==> config.mk <==
export PLATFORM = sky130hd
export DESIGN_NAME = genms_ctrl
export DESIGN_NICKNAME = d
export VERILOG_FILES = /design/src/rtl/core/gradient_edge_nms_classifier_top_macros.svh /design/src/rtl/core/genms_pkg.sv /design/src/rtl/core/genms_round.sv /design/src/rtl/core/genms_ctrl.sv
export SDC_FILE = /design/constraint.sdc
export NUM_CORES = 2
export LEC_CHECK = 0
export BUFFER_PORTS_ARGS = -buffer_cell sky130_fd_sc_hd__buf_2
export CORE_ASPECT_RATIO = 0.75
export CORE_MARGIN = 3
export CORE_UTILIZATION = 30
export DETAILED_ROUTE_END_ITERATION = 7
export GPL_ROUTABILITY_DRIVEN = 0
export SYNTH_ARGS = -nofsm -noshare
export SYNTH_HDL_FRONTEND = slang
export SYNTH_HIERARCHICAL = 1
export SYNTH_SLANG_ARGS = --single-unit
==> constraint.sdc <==
create_clock -name clk -period 8.8 [get_ports clk]
set_input_delay 1.32 -clock clk [delete_from_list [all_inputs] [get_ports clk]]
set_output_delay 1.32 -clock clk [all_outputs]
set_load 0.01 [all_outputs]
==> src/rtl/core/gradient_edge_nms_classifier_top_macros.svh <==
// Assertion macros shared by the gradient edge classifier RTL.
`ifndef GRADIENT_EDGE_NMS_CLASSIFIER_TOP_MACROS_SVH
`define GRADIENT_EDGE_NMS_CLASSIFIER_TOP_MACROS_SVH

// Same-cycle implication, checked out of reset.
`define GENMS_ASSERT_NOW(lbl, ante, cons, msg) \
  lbl: assert property (@(posedge clk) disable iff (!rst_n) (ante) |-> (cons)) else $error(msg);

// Next-cycle implication, checked out of reset.
`define GENMS_ASSERT_NEXT(lbl, ante, cons, msg) \
  lbl: assert property (@(posedge clk) disable iff (!rst_n) (ante) |=> (cons)) else $error(msg);

`endif

==> src/rtl/core/genms_pkg.sv <==
// Types and constants shared by the gradient edge classifier modules.
`timescale 1ns / 1ps
`default_nettype none
package genms_pkg;

  localparam int CRD_W = 14;

  localparam logic OP_WRITE = 1'b0;
  localparam logic OP_QUERY = 1'b1;

  localparam logic [1:0] CFG_THRESHOLD = 2'd0;
  localparam logic [1:0] CFG_EDGE_KIND = 2'd1;
  localparam logic [1:0] CFG_WIDTH     = 2'd2;
  localparam logic [1:0] CFG_HEIGHT    = 2'd3;

  localparam logic signed [1:0] KIND_PLAIN = 2'sb00;

  typedef struct packed {
    logic       operation;
    logic [8:0] column;
    logic [8:0] row;
    logic [15:0] pixel_value;
  } genms_in_t;

  typedef struct packed {
    logic       edge_res;
    logic [8:0] out_column;
    logic [8:0] out_row;
  } genms_out_t;

  typedef struct packed {
    logic [7:0]       threshold;
    logic signed [1:0] edge_kind;
    logic [CRD_W-1:0] width;
    logic [CRD_W-1:0] height;
  } genms_cfg_t;

  typedef struct packed {
    logic emit;
    logic edge_res;
  } genms_res_t;

  typedef enum logic [3:0] {
    ST_IDLE,
    ST_BORDER,
    ST_GRD_RD,
    ST_GRD_SQ,
    ST_GRD_SUM,
    ST_CTR_RD,
    ST_K_TEST,
    ST_RND_X,
    ST_RND_Y,
    ST_SMP_RD,
    ST_SMP_CHK,
    ST_DONE
  } ctrl_state_t;

  typedef enum logic [2:0] {
    RS_IDLE,
    RS_MUL1,
    RS_MUL2,
    RS_PROD,
    RS_CMP,
    RS_DONE
  } rnd_state_t;

endpackage
`default_nettype wire

==> src/rtl/core/genms_round.sv <==
// Iterative exact rounding of k*g/sqrt(gs) using integer squares.
`timescale 1ns / 1ps
`default_nettype none
module genms_round #(
  parameter int PIXEL_BITS    = 16,
  parameter int SEARCH_RADIUS = 8
) (
  input  logic clk,
  input  logic rst_n,
  input  logic start,
  input  logic signed [PIXEL_BITS:0] g,
  input  logic [$clog2(SEARCH_RADIUS+2)-1:0] k,
  input  logic [2*PIXEL_BITS:0] gs,
  output logic done,
  output logic signed [$clog2(SEARCH_RADIUS+2):0] n
);
  import genms_pkg::*;

  localparam int P   = PIXEL_BITS;
  localparam int KW  = $clog2(SEARCH_RADIUS + 2);
  localparam int A2W = $clog2((2 * SEARCH_RADIUS + 1) * (2 * SEARCH_RADIUS + 1) + 1);
  localparam int BW  = P + KW + 1;
  localparam int BBW = 2 * BW;
  localparam int PW  = A2W + 2 * P + 1;
  localparam int CW  = (BBW > PW) ? BBW : PW;

  rnd_state_t state_r, state_nxt;

  logic                 neg_r;
  logic [P-1:0]         gabs_r;
  logic [KW-1:0]        k_r;
  logic [2*P:0]         gs_r;
  logic [BW-1:0]        b_r;
  logic [BBW-1:0]       bb_r;
  logic signed [KW:0]   n_r;
  logic signed [KW+1:0] a_r;
  logic [A2W-1:0]       a2_r;
  logic [PW-1:0]        prod_r;

  logic [P+KW-1:0]      gk;
  logic signed [KW+1:0] a_init;
  logic [KW+1:0]        a_init_u;
  logic signed [A2W+1:0] a2_upd;
  logic signed [KW:0]   n_dec;
  logic                 ok;
  logic                 at_limit;

  assign gk       = (P + KW)'(gabs_r) * (P + KW)'(k_r);
  assign a_init   = $signed({1'b0, k_r, 1'b0}) - (KW + 2)'(1);
  assign a_init_u = $unsigned(a_init);
  assign a2_upd   = $signed({2'b00, a2_r}) - ((A2W + 2)'(a_r) <<< 2) + (A2W + 2)'(4);
  assign n_dec    = n_r - (KW + 1)'(1);
  assign ok       = neg_r ? (CW'(prod_r) >= CW'(bb_r)) : (CW'(prod_r) <= CW'(bb_r));
  assign at_limit = neg_r ? (n_dec == -$signed({1'b0, k_r})) : (n_dec == '0);

  always_comb begin
    state_nxt = state_r;
    case (state_r)
      RS_IDLE: begin
        if (start) state_nxt = RS_MUL1;
      end
      RS_MUL1: state_nxt = RS_MUL2;
      RS_MUL2: state_nxt = RS_PROD;
      RS_PROD: state_nxt = RS_CMP;
      RS_CMP: begin
        if (ok || at_limit) state_nxt = RS_DONE;
        else state_nxt = RS_PROD;
      end
      RS_DONE: begin
        if (start) state_nxt = RS_MUL1;
        else state_nxt = RS_IDLE;
      end
      default: state_nxt = RS_IDLE;
    endcase
  end

  always_comb begin
    done = (state_r == RS_DONE);
    n    = n_r;
  end

  always_ff @(posedge clk) begin
    if (!rst_n) begin
      state_r <= RS_IDLE;
    end else begin
      state_r <= state_nxt;
    end
  end

  always_ff @(posedge clk) begin
    if (start) begin
      neg_r  <= g[P];
      gabs_r <= P'(g[P] ? -g : g);
      k_r    <= k;
      gs_r   <= gs;
    end
    case (state_r)
      RS_MUL1: begin
        b_r <= {gk, 1'b0};
        if (neg_r) begin
          n_r  <= '0;
          a_r  <= -(KW + 2)'(1);
          a2_r <= A2W'(1);
        end else begin
          n_r  <= $signed({1'b0, k_r});
          a_r  <= a_init;
          a2_r <= A2W'(a_init_u * a_init_u);
        end
      end
      RS_MUL2: bb_r <= BBW'(b_r) * BBW'(b_r);
      RS_PROD: prod_r <= PW'(a2_r) * PW'(gs_r);
      RS_CMP: begin
        if (!ok) begin
          n_r  <= n_dec;
          a_r  <= a_r - (KW + 2)'(2);
          a2_r <= A2W'(a2_upd);
        end
      end
      default: ;
    endcase
  end

endmodule
`default_nettype wire

==> src/rtl/core/genms_ctrl.sv <==
// Query sequencer: gradients, suppression test and tangent search over the frame.
`timescale 1ns / 1ps
`default_nettype none
module genms_ctrl #(
  parameter int PIXEL_BITS    = 16,
  parameter int SEARCH_RADIUS = 8
) (
  input  logic                            clk,
  input  logic                            rst_n,
  input  logic                            start,
  input  logic [8:0]                      qx,
  input  logic [8:0]                      qy,
  input  genms_pkg::genms_cfg_t           cfg,
  input  logic                            out_free,
  output logic                            busy,
  output logic signed [genms_pkg::CRD_W-1:0] rd_x,
  output logic signed [genms_pkg::CRD_W-1:0] rd_y,
  input  logic [PIXEL_BITS-1:0]           rd_data,
  output genms_pkg::genms_res_t           res
);
  import genms_pkg::*;

  localparam int P  = PIXEL_BITS;
  localparam int KW = $clog2(SEARCH_RADIUS + 2);
  localparam int BW = ((P > 15) ? P : 15) + 2;
  localparam logic signed [CRD_W-1:0] C_ONE = CRD_W'(1);
  localparam logic signed [CRD_W-1:0] C_TWO = CRD_W'(2);
  localparam logic signed [CRD_W-1:0] C_RAD = CRD_W'(SEARCH_RADIUS);

  ctrl_state_t state_r, state_nxt;

  logic signed [CRD_W-1:0] x_r, y_r;
  logic [1:0]              phase_r;
  logic [2:0]              rd_cnt_r;
  logic [P-1:0]            pa_r;
  logic signed [P:0]       gxt_r, gyt_r, gx_r, gy_r;
  logic [2*P-1:0]          sqx_r, sqy_r;
  logic [2*P:0]            g0_r;
  logic                    axis_r;
  logic [31:0]             tsq_r;
  logic signed [BW-1:0]    chi_r, clo_r;
  logic [KW-1:0]           reach_r, k_r;
  logic signed [3:0]       cnt_r;
  logic signed [KW:0]      rx_r, ry_r;
  logic                    res_edge_r;

  logic signed [CRD_W-1:0] w_s, h_s, offx, offy, bx, by, rx_ext, ry_ext;
  logic signed [CRD_W-1:0] rch0, rch1, rch2, rch3;
  logic [P-1:0]            gxa, gya;
  logic [2*P:0]            gsum;
  logic                    thr_fail, nb_fail, at_border, k_over, cnt_out, fin_res;
  logic signed [BW-1:0]    sv;
  logic signed [3:0]       delta;
  logic                    rnd_start, rnd_done;
  logic signed [P:0]       rnd_g;
  logic signed [KW:0]      rnd_n;

  assign w_s  = $signed(cfg.width);
  assign h_s  = $signed(cfg.height);
  assign gxa  = P'(gxt_r[P] ? -gxt_r : gxt_r);
  assign gya  = P'(gyt_r[P] ? -gyt_r : gyt_r);
  assign gsum = {1'b0, sqx_r} + {1'b0, sqy_r};
  assign thr_fail = 34'(gsum) <= 34'(tsq_r);
  assign nb_fail  = gsum > g0_r;
  assign at_border = (x_r < C_TWO) || (y_r < C_TWO) ||
                     (x_r >= w_s - C_TWO) || (y_r >= h_s - C_TWO);
  assign k_over  = k_r > reach_r;
  assign cnt_out = (cnt_r > 4'sd2) || (cnt_r < -4'sd2);
  assign fin_res = cfg.edge_kind[1] ? (cnt_r > 4'sd2) : (cnt_r < -4'sd2);
  assign sv      = $signed(BW'(rd_data));
  assign delta   = (sv > chi_r) ? 4'sd1 : ((sv < clo_r) ? -4'sd1 : 4'sd0);
  assign rx_ext  = CRD_W'(rx_r);
  assign ry_ext  = CRD_W'(ry_r);

  always_comb begin
    rch0 = (x_r < C_RAD) ? x_r : C_RAD;
    rch1 = (w_s - C_ONE - x_r < rch0) ? (w_s - C_ONE - x_r) : rch0;
    rch2 = (y_r < rch1) ? y_r : rch1;
    rch3 = (h_s - C_ONE - y_r < rch2) ? (h_s - C_ONE - y_r) : rch2;
  end

  always_comb begin
    offx = '0;
    offy = '0;
    if (phase_r == 2'd1) begin
      if (axis_r) offx = C_ONE;
      else offy = C_ONE;
    end else if (phase_r == 2'd2) begin
      if (axis_r) offx = -C_ONE;
      else offy = -C_ONE;
    end
    bx = x_r + offx;
    by = y_r + offy;
  end

  always_comb begin
    state_nxt = state_r;
    case (state_r)
      ST_IDLE: begin
        if (start) state_nxt = ST_BORDER;
      end
      ST_BORDER: begin
        if (at_border) state_nxt = ST_DONE;
        else state_nxt = ST_GRD_RD;
      end
      ST_GRD_RD: begin
        if (rd_cnt_r == 3'd4) state_nxt = ST_GRD_SQ;
      end
      ST_GRD_SQ: state_nxt = ST_GRD_SUM;
      ST_GRD_SUM: begin
        if (phase_r == 2'd0) begin
          state_nxt = thr_fail ? ST_DONE : ST_GRD_RD;
        end else if (phase_r == 2'd1) begin
          state_nxt = nb_fail ? ST_DONE : ST_GRD_RD;
        end else if (nb_fail || cfg.edge_kind == KIND_PLAIN) begin
          state_nxt = ST_DONE;
        end else begin
          state_nxt = ST_CTR_RD;
        end
      end
      ST_CTR_RD: begin
        if (rd_cnt_r == 3'd1) state_nxt = ST_K_TEST;
      end
      ST_K_TEST: begin
        if (k_over) state_nxt = ST_DONE;
        else state_nxt = ST_RND_X;
      end
      ST_RND_X: begin
        if (rnd_done) state_nxt = ST_RND_Y;
      end
      ST_RND_Y: begin
        if (rnd_done) state_nxt = ST_SMP_RD;
      end
      ST_SMP_RD: begin
        if (rd_cnt_r == 3'd2) state_nxt = ST_SMP_CHK;
      end
      ST_SMP_CHK: begin
        if (cnt_out) state_nxt = ST_DONE;
        else state_nxt = ST_K_TEST;
      end
      ST_DONE: begin
        if (out_free) state_nxt = ST_IDLE;
      end
      default: state_nxt = ST_IDLE;
    endcase
  end

  always_comb begin
    busy         = (state_r != ST_IDLE);
    res.emit     = (state_r == ST_DONE) && out_free;
    res.edge_res = res_edge_r;
    rnd_start    = ((state_r == ST_K_TEST) && !k_over) || ((state_r == ST_RND_X) && rnd_done);
    rnd_g        = (state_r == ST_K_TEST) ? gx_r : gy_r;
    rd_x         = x_r;
    rd_y         = y_r;
    case (state_r)
      ST_GRD_RD: begin
        case (rd_cnt_r)
          3'd0: begin rd_x = bx + C_ONE; rd_y = by; end
          3'd1: begin rd_x = bx - C_ONE; rd_y = by; end
          3'd2: begin rd_x = bx; rd_y = by + C_ONE; end
          default: begin rd_x = bx; rd_y = by - C_ONE; end
        endcase
      end
      ST_SMP_RD: begin
        if (rd_cnt_r == 3'd0) begin
          rd_x = x_r + ry_ext;
          rd_y = y_r - rx_ext;
        end else begin
          rd_x = x_r - ry_ext;
          rd_y = y_r + rx_ext;
        end
      end
      default: ;
    endcase
  end

  always_ff @(posedge clk) begin
    if (!rst_n) begin
      state_r <= ST_IDLE;
    end else begin
      state_r <= state_nxt;
    end
  end

  always_ff @(posedge clk) begin
    tsq_r <= {16'(cfg.threshold) * 16'(cfg.threshold), 16'b0};
    case (state_r)
      ST_IDLE: begin
        x_r      <= $signed(CRD_W'(qx));
        y_r      <= $signed(CRD_W'(qy));
        phase_r  <= 2'd0;
        rd_cnt_r <= 3'd0;
      end
      ST_BORDER: begin
        res_edge_r <= 1'b0;
        rd_cnt_r   <= 3'd0;
      end
      ST_GRD_RD: begin
        rd_cnt_r <= rd_cnt_r + 3'd1;
        case (rd_cnt_r)
          3'd1: pa_r <= rd_data;
          3'd2: gxt_r <= $signed({1'b0, pa_r}) - $signed({1'b0, rd_data});
          3'd3: pa_r <= rd_data;
          3'd4: gyt_r <= $signed({1'b0, pa_r}) - $signed({1'b0, rd_data});
          default: ;
        endcase
      end
      ST_GRD_SQ: begin
        sqx_r <= (2 * P)'(gxa) * (2 * P)'(gxa);
        sqy_r <= (2 * P)'(gya) * (2 * P)'(gya);
      end
      ST_GRD_SUM: begin
        rd_cnt_r   <= 3'd0;
        phase_r    <= phase_r + 2'd1;
        res_edge_r <= (phase_r == 2'd2) && !nb_fail;
        if (phase_r == 2'd0) begin
          g0_r   <= gsum;
          gx_r   <= gxt_r;
          gy_r   <= gyt_r;
          axis_r <= gxa > gya;
        end
      end
      ST_CTR_RD: begin
        rd_cnt_r <= rd_cnt_r + 3'd1;
        if (rd_cnt_r == 3'd1) begin
          chi_r   <= $signed(BW'(rd_data)) + $signed(BW'({cfg.threshold, 7'b0}));
          clo_r   <= $signed(BW'(rd_data)) - $signed(BW'({cfg.threshold, 7'b0}));
          reach_r <= KW'(rch3);
          k_r     <= KW'(1);
          cnt_r   <= 4'sd0;
        end
      end
      ST_K_TEST: res_edge_r <= fin_res;
      ST_RND_X: begin
        if (rnd_done) rx_r <= rnd_n;
      end
      ST_RND_Y: begin
        rd_cnt_r <= 3'd0;
        if (rnd_done) ry_r <= rnd_n;
      end
      ST_SMP_RD: begin
        rd_cnt_r <= rd_cnt_r + 3'd1;
        if (rd_cnt_r != 3'd0) cnt_r <= cnt_r + delta;
      end
      ST_SMP_CHK: begin
        k_r        <= k_r + KW'(1);
        res_edge_r <= fin_res;
      end
      default: ;
    endcase
  end

  genms_round #(
    .PIXEL_BITS   (PIXEL_BITS),
    .SEARCH_RADIUS(SEARCH_RADIUS)
  ) u_round (
    .clk  (clk),
    .rst_n(rst_n),
    .start(rnd_start),
    .g    (rnd_g),
    .k    (k_r),
    .gs   (g0_r),
    .done (rnd_done),
    .n    (rnd_n)
  );

endmodule
`default_nettype wire

## Word-level counts from Yosys, hierarchy flattened

Cells that the tools add are included.

- Register bits: 463
- Input bits: 76
- Output and inout bits: 31
- Logic and storage cells: 232

- Add/sub/neg operators: 33
- $mul: 7
- Magnitude comparators: 18
- Eq/ne operators: 33
- Mux-type cells: 64
- Reduce and logical (&&, ||, !) cells: 43

Operator list:

| operator | number |
|---|---|
| $mux W14 | 10 |
| $pmux W14 S2 | 4 |
| $mux W4 | 22 |
| $mul A16 B16 Y32 | 2 |
| $sub A14 B2 Y14 const B | 4 |
| $mux W16 | 3 |
| $neg A16 Y16 | 3 |
| $pmux W4 S12 | 1 |
| $ge A42 B42 Y1 | 1 |
| $le A42 B42 Y1 | 1 |
| $mul A9 B33 Y42 | 1 |
| $mul A20 B20 Y40 | 1 |
| $add A32 B32 Y33 | 1 |
| $gt A33 B33 Y1 | 1 |
| $le A33 B32 Y1 | 1 |
| $add A10 B14 Y14 | 2 |
| $add A14 B2 Y14 const B | 2 |
| $ge A10 B14 Y1 | 2 |
| $sub A14 B10 Y14 | 2 |
| $sub A14 B3 Y14 const B | 2 |
| $mux W9 | 3 |
| $add A10 B5 Y11 | 2 |
| $sub A10 B5 Y11 | 2 |
| $mul A16 B4 Y20 | 1 |
| other kinds (66) | 124 |

## Depth between registers and ports, before layout

- Depth in word-level cells: 8
- Mapped depth: 40
- Mapped depth without buffers: 38

## Hierarchy

The synthesis kept the hierarchy.

Modules (own cells, without submodules):

| module | instances | cells an instance | area an instance (um^2) | sequential area each (um^2) |
|---|---|---|---|---|
| genms_ctrl | 1 | 3,827 | 35,932.0 | 7,947.6 |
| genms_round | 1 | 2,964 | 29,331.9 | 5,225.0 |

## Worst setup path before layout

No wires, ideal clock.

- Path kind: input to register
- From: input port cfg[14] (netlist name)
- To: register reach_r[0] (data pin)
- Setup time: 262 ps
- Data arrival time: 8,109 ps
- Data required time: 8,538 ps
- Path slack: 429 ps
- Stages on the path: 37
- Buffers on the path: 3
- Path through: ha_1 > fa_1 > a21o_1 > a21oi_1 > o21bai_1 > a21oi_1 > o21bai_1 > a21oi_1 > xnor2_1 > ha_1 > o31a_1 > or4b_1 > ha_1 > clkbuf_1 > nand2b_1 > ha_1 > a21o_1 > a21o_1 > a21oi_1 > o21ai_0 > o221ai_1 > ha_1 > clkbuf_1 > buf_1 > nor2_1 > a21oi_1 > ha_1 > a21oi_1 > nor2b_1 > o21ai_0 > nand2b_1 > a21oi_1 > nor2b_1 > o21ai_0 > a31oi_1 > a221oi_2 > mux2_1

- Word-level cells in the longest chain between the ends: 8

RTL lines:

| element | RTL line | RTL |
|---|---|---|
| from (decl) | genms_ctrl.sv:13 | `input genms_pkg::genms_cfg_t cfg,` |
| $sub A14 B2 Y14 (*) | genms_ctrl.sv:77 | `rch1 = (w_s - C_ONE - x_r < rch0) ? (w_s - C_ONE - x_r) : rch0;` |
| $sub A14 B10 Y14 (*) | genms_ctrl.sv:77 |  |
| $lt A14 B10 Y1 | genms_ctrl.sv:77 |  |
| $mux W14 (*) | genms_ctrl.sv:77 |  |
| $lt A10 B14 Y1 | genms_ctrl.sv:78 | `rch2 = (y_r < rch1) ? y_r : rch1;` |
| $mux W14 (*) | genms_ctrl.sv:78 |  |
| $lt A14 B14 Y1 | genms_ctrl.sv:79 | `rch3 = (h_s - C_ONE - y_r < rch2) ? (h_s - C_ONE - y_r) : rch2;` |
| $mux W4 (*) | genms_ctrl.sv:79 |  |
| net rch3[0] | genms_ctrl.sv:48 | `logic signed [CRD_W-1:0] rch0, rch1, rch2, rch3;` |
| to (signal assigned) | genms_ctrl.sv:229 | `reach_r <= KW'(rch3);` |
| to (decl) | genms_ctrl.sv:42 | `logic [KW-1:0] reach_r, k_r;` |

The timed path passes the listed nets; every way through them passes the cells marked *.
A chain may end at the register's enable or synchronous reset.

## Worst setup path after layout

- From: register gxt_r[5]
- To: register sqx_r[31] (data pin)

- Word-level cells in the longest chain between the ends: 3

RTL lines:

| element | RTL line | RTL |
|---|---|---|
| from (decl) | genms_ctrl.sv:36 | `logic signed [P:0] gxt_r, gyt_r, gx_r, gy_r;` |
| from (signal assigned) | genms_ctrl.sv:203 | `3'd2: gxt_r <= $signed({1'b0, pa_r}) - $signed({1'b0, rd_data});` |
| $neg A16 Y16 | genms_ctrl.sv:60 | `assign gxa = P'(gxt_r[P] ? -gxt_r : gxt_r);` |
| $mux W16 (*) | genms_ctrl.sv:60 |  |
| $mul A16 B16 Y32 (*) | genms_ctrl.sv:210 | `sqx_r <= (2 * P)'(gxa) * (2 * P)'(gxa);` |
| to (signal assigned) | genms_ctrl.sv:210 |  |
| to (decl) | genms_ctrl.sv:37 | `logic [2*P-1:0] sqx_r, sqy_r;` |

Mark *: on every way between the ends. The rest lies on a longest branch, timed or not.

==> run metrics <==
share of layout cells above drive strength 1=under 10%; Lkg Pwr=0.0343 uW; Reg2Reg Setup Slack=0.40 ns; Fin. Hold Viols=0; Iter 0 DRT Violations=3632; Post-Route M1 WL=a little under 90 mm; R2R depth=28; area of the multi-input gates=about 46000 um^2; clock power share=9.8%; Nets=slightly below 9000; Post-CTS Hold Buffers=0; worst hold stages=0; met3 WL=10.7 mm; top layer in use=met4; largest net degree at the start of global routing=69; Root Driver=clkbuf_16; Max Root-Sink Buffers=3; Crit path required time=about 9 ns; crit path DAT=8.74 ns; gr usage total=between 10% and 20%; CTS tree=built; peak supply drop=about 0.46 mV; Critical-path top delay cell=fa_1; Gate power share=74.5%; Sw Ratio=48.9%; share of power burned in registers=between 10% and 20%; slowest cell delay on critical path=around 0.6 ns; Avg WL per Cell=17.3 um; top cell type by total area after synthesis=fa_1; CTS Buf Count=46; clk sinks=446; DIE AREA=223000 um^2; crit start category=flop; reg2reg start=gxt_r[5]; most frequent CP cell=fa_1; via count=47110; total power divided by cell area=~320 nW/um^2; vias in the first global route=48517; Int Pwr=11500 uW; Post-synth EDFFs=424; routed wire length=169 mm; Fmax=0.119 GHz; max-slew violation count=0; distinct cell type count after synthesis=101; Setup Skew=0.0357 ns; Die X=545 um; Ports=107; port buffer count=106; status=complete, no violations; First-pass DRT Iterations=6; Clk Latency, worst-skew pair=0.63 ns; first-pass GRT wire length=273 mm; switching power=11000 uW; DRC errors left=0; Post-Layout Cell Count=9787; final period demand of the worst path=8.40 ns; CTS clk-pin slew, worst paths=about 0.070 ns; antenna violations before repair=12; area of the mapped netlist=65300 um^2; CP Max Fanout=5; # Max-Cap Violations=0; number of filler cells placed in the layout=21975; Hold WS=0.427 ns; Tcrit/Tclk final=95.5%; ANT nets after route=0; met2 routed WL=69.0 mm; total gr overflow=0; FF-to-FF End=sqx_r[31]; Die Height=410 um; DR vias/cell=4.81; Core Util, Final=33.2%; Hold EP=u_round/gs_r[20]; sequential-to-total area share from yosys stat=20.2%; synth warn=6; crit end category=flop; Top FF cell, synth=edfxtp_1; top-area cell type share of the netlist area=26.8%; Core ar.=215000 um^2; layout overhead on the synthesized area=9.39%; Setup-failing EPs final=0; commonest non-fill, non-tap cell in the layout=inv_1; post-synthesis register bit count=roughly 450; crit path kind=flop to flop; Syn Inst Count=6791; Slew HR=16.2%; main area contributors after synthesis=fa_1 27%, edfxtp_1 20%, ha_1 16%; DP HPWL=141 mm; H-Tree Depth=2; Placed Cells=9697; Initial Util=about 30%; Rows=about 150; Tightest Pin Transition=1.26 ns; syn avg cell area=9.61 um^2; sequential cell area=13200 um^2; ys async rst share=0%; Power, Total=~23000 uW; most frequent cells in the layout=1374 x inv_1, 873 x fa_1, 845 x ha_1; Hold Crit Class=flop to flop; hold_sp=g0_r[20]
[cells in the mapped netlist, types with 59 or more instances]
| cell | n |
|---|---|
| clkbuf_1 | 130 |
| xor2_1 | 122 |
| and2_1 | 241 |
| fa_1 | 873 |
| nor3_1 | 79 |
| xnor2_1 | 270 |
| nand3_1 | 70 |
| inv_1 | 1374 |
| o21ai_0 | 177 |
| nand2b_1 | 59 |
| edfxtp_1 | 424 |
| a21oi_1 | 288 |
| nand2_1 | 575 |
| ha_1 | 845 |
| a21o_1 | 137 |
| nor2_1 | 426 |
[sequential cells by signal, indices dropped and copies added (netlist names), 5 cells and up]
name and count:
tsq_r 15, gx_r 17, gy_r 17, u_round/n 5, y_r 9, chi_r 10
g0_r 33, sqy_r 31, sqx_r 31, u_round/b_r 20, pa_r 16, u_round/prod_r 42
ry_r 5, u_round/a_r 5, u_round/bb_r 39, rx_r 5, clo_r 16, u_round/gabs_r 16
gxt_r 17, u_round/a2_r 7, u_round/gs_r 33, x_r 9, gyt_r 17
[logic make-up after synthesis]
| family | Yosys count | synth area share (%) |
|---|---|---|
| other | 3 | 0.0173 |
| buffers and inverters | 1523 | 8.77 |
| muxes | 36 | 0.598 |
| and+or+nand+nor | 1692 | 12.3 |
| DFF | 446 | 20.2 |
| adders and majority gates | 1719 | 43.0 |
| AOI/OAI and AO/OA | 980 | 9.85 |
| xor gates and xnor gates | 392 | 5.26 |
[area by class of cell]
cell class                      instances  area share (%)
Antenna cell                            1         0.00351
Clock buffer                           51            1.73
Clock inverter                         35           0.640
Inverter                             1384            7.28
Multi-Input combinational cell       4826            65.1
Sequential cell                       446            18.5
Tap cell                             2831            4.96
Timing Repair Buffer                  213            1.87
[critical path, delay by kind of cell, from the launching register on]
| family | cells | cell delay [ns] |
|---|---|---|
| flip-flops | 1 | 0.39 |
| AND/OR/NAND/NOR | 6 | 1.46 |
| buffers and inverters | 4 | 0.24 |
| adder cells (fa/ha/maj) | 7 | 3.56 |
| AO/OA/AOI/OAI | 9 | 2.09 |
| XOR/XNOR | 2 | 0.36 |
[worst max path at each step]
stage                   from  slack, ns          to  cells past startpoint
finish              gxt_r[5]       0.40   sqx_r[31]                     28
CTS                 gxt_r[5]       0.05   sqx_r[31]                     28
global route        gyt_r[2]      -0.02   sqy_r[30]                     26
global placement     cfg[14]       0.22  reach_r[0]                     36
floorplan            cfg[14]       0.43  reach_r[0]                     37
detailed placement   cfg[14]       0.12  reach_r[0]                     34
[per-stage QoR]
step                TNS (ns)  setup slack, ns  area [um^2]
global placement           0            0.220        69600
floorplan                  0            0.429        65300
CTS                        0           0.0479        71300
detailed placement         0            0.119        69600
global route         -0.0180          -0.0180        71400
finish                     0            0.396        71400
[power groups by stage]
stage	clock network [uW]	registers (uW)	logic, uW
finish	2220	3540	16800
global route	2370	3560	18900
CTS	2280	3540	16700
detailed placement	0	3580	16600
global placement	0	3580	16300
floorplan	0	3420	12400
[routing by layer]
metal / up-vias / global-route usage [%]
met1: 23345 / 24.1
met2: 1280 / 22.0
met5: - / 0
li1: 22318 / -
met4: 0 / 2.49
met3: 167 / 2.29
[repair_timing]
action / in CTS / in global routing
setup endpoints to repair: 0 / 7
resized for setup: 0 / 8
setup buffers: 0 / 3
No activity file was read; power rests on OpenSTA's default activity.
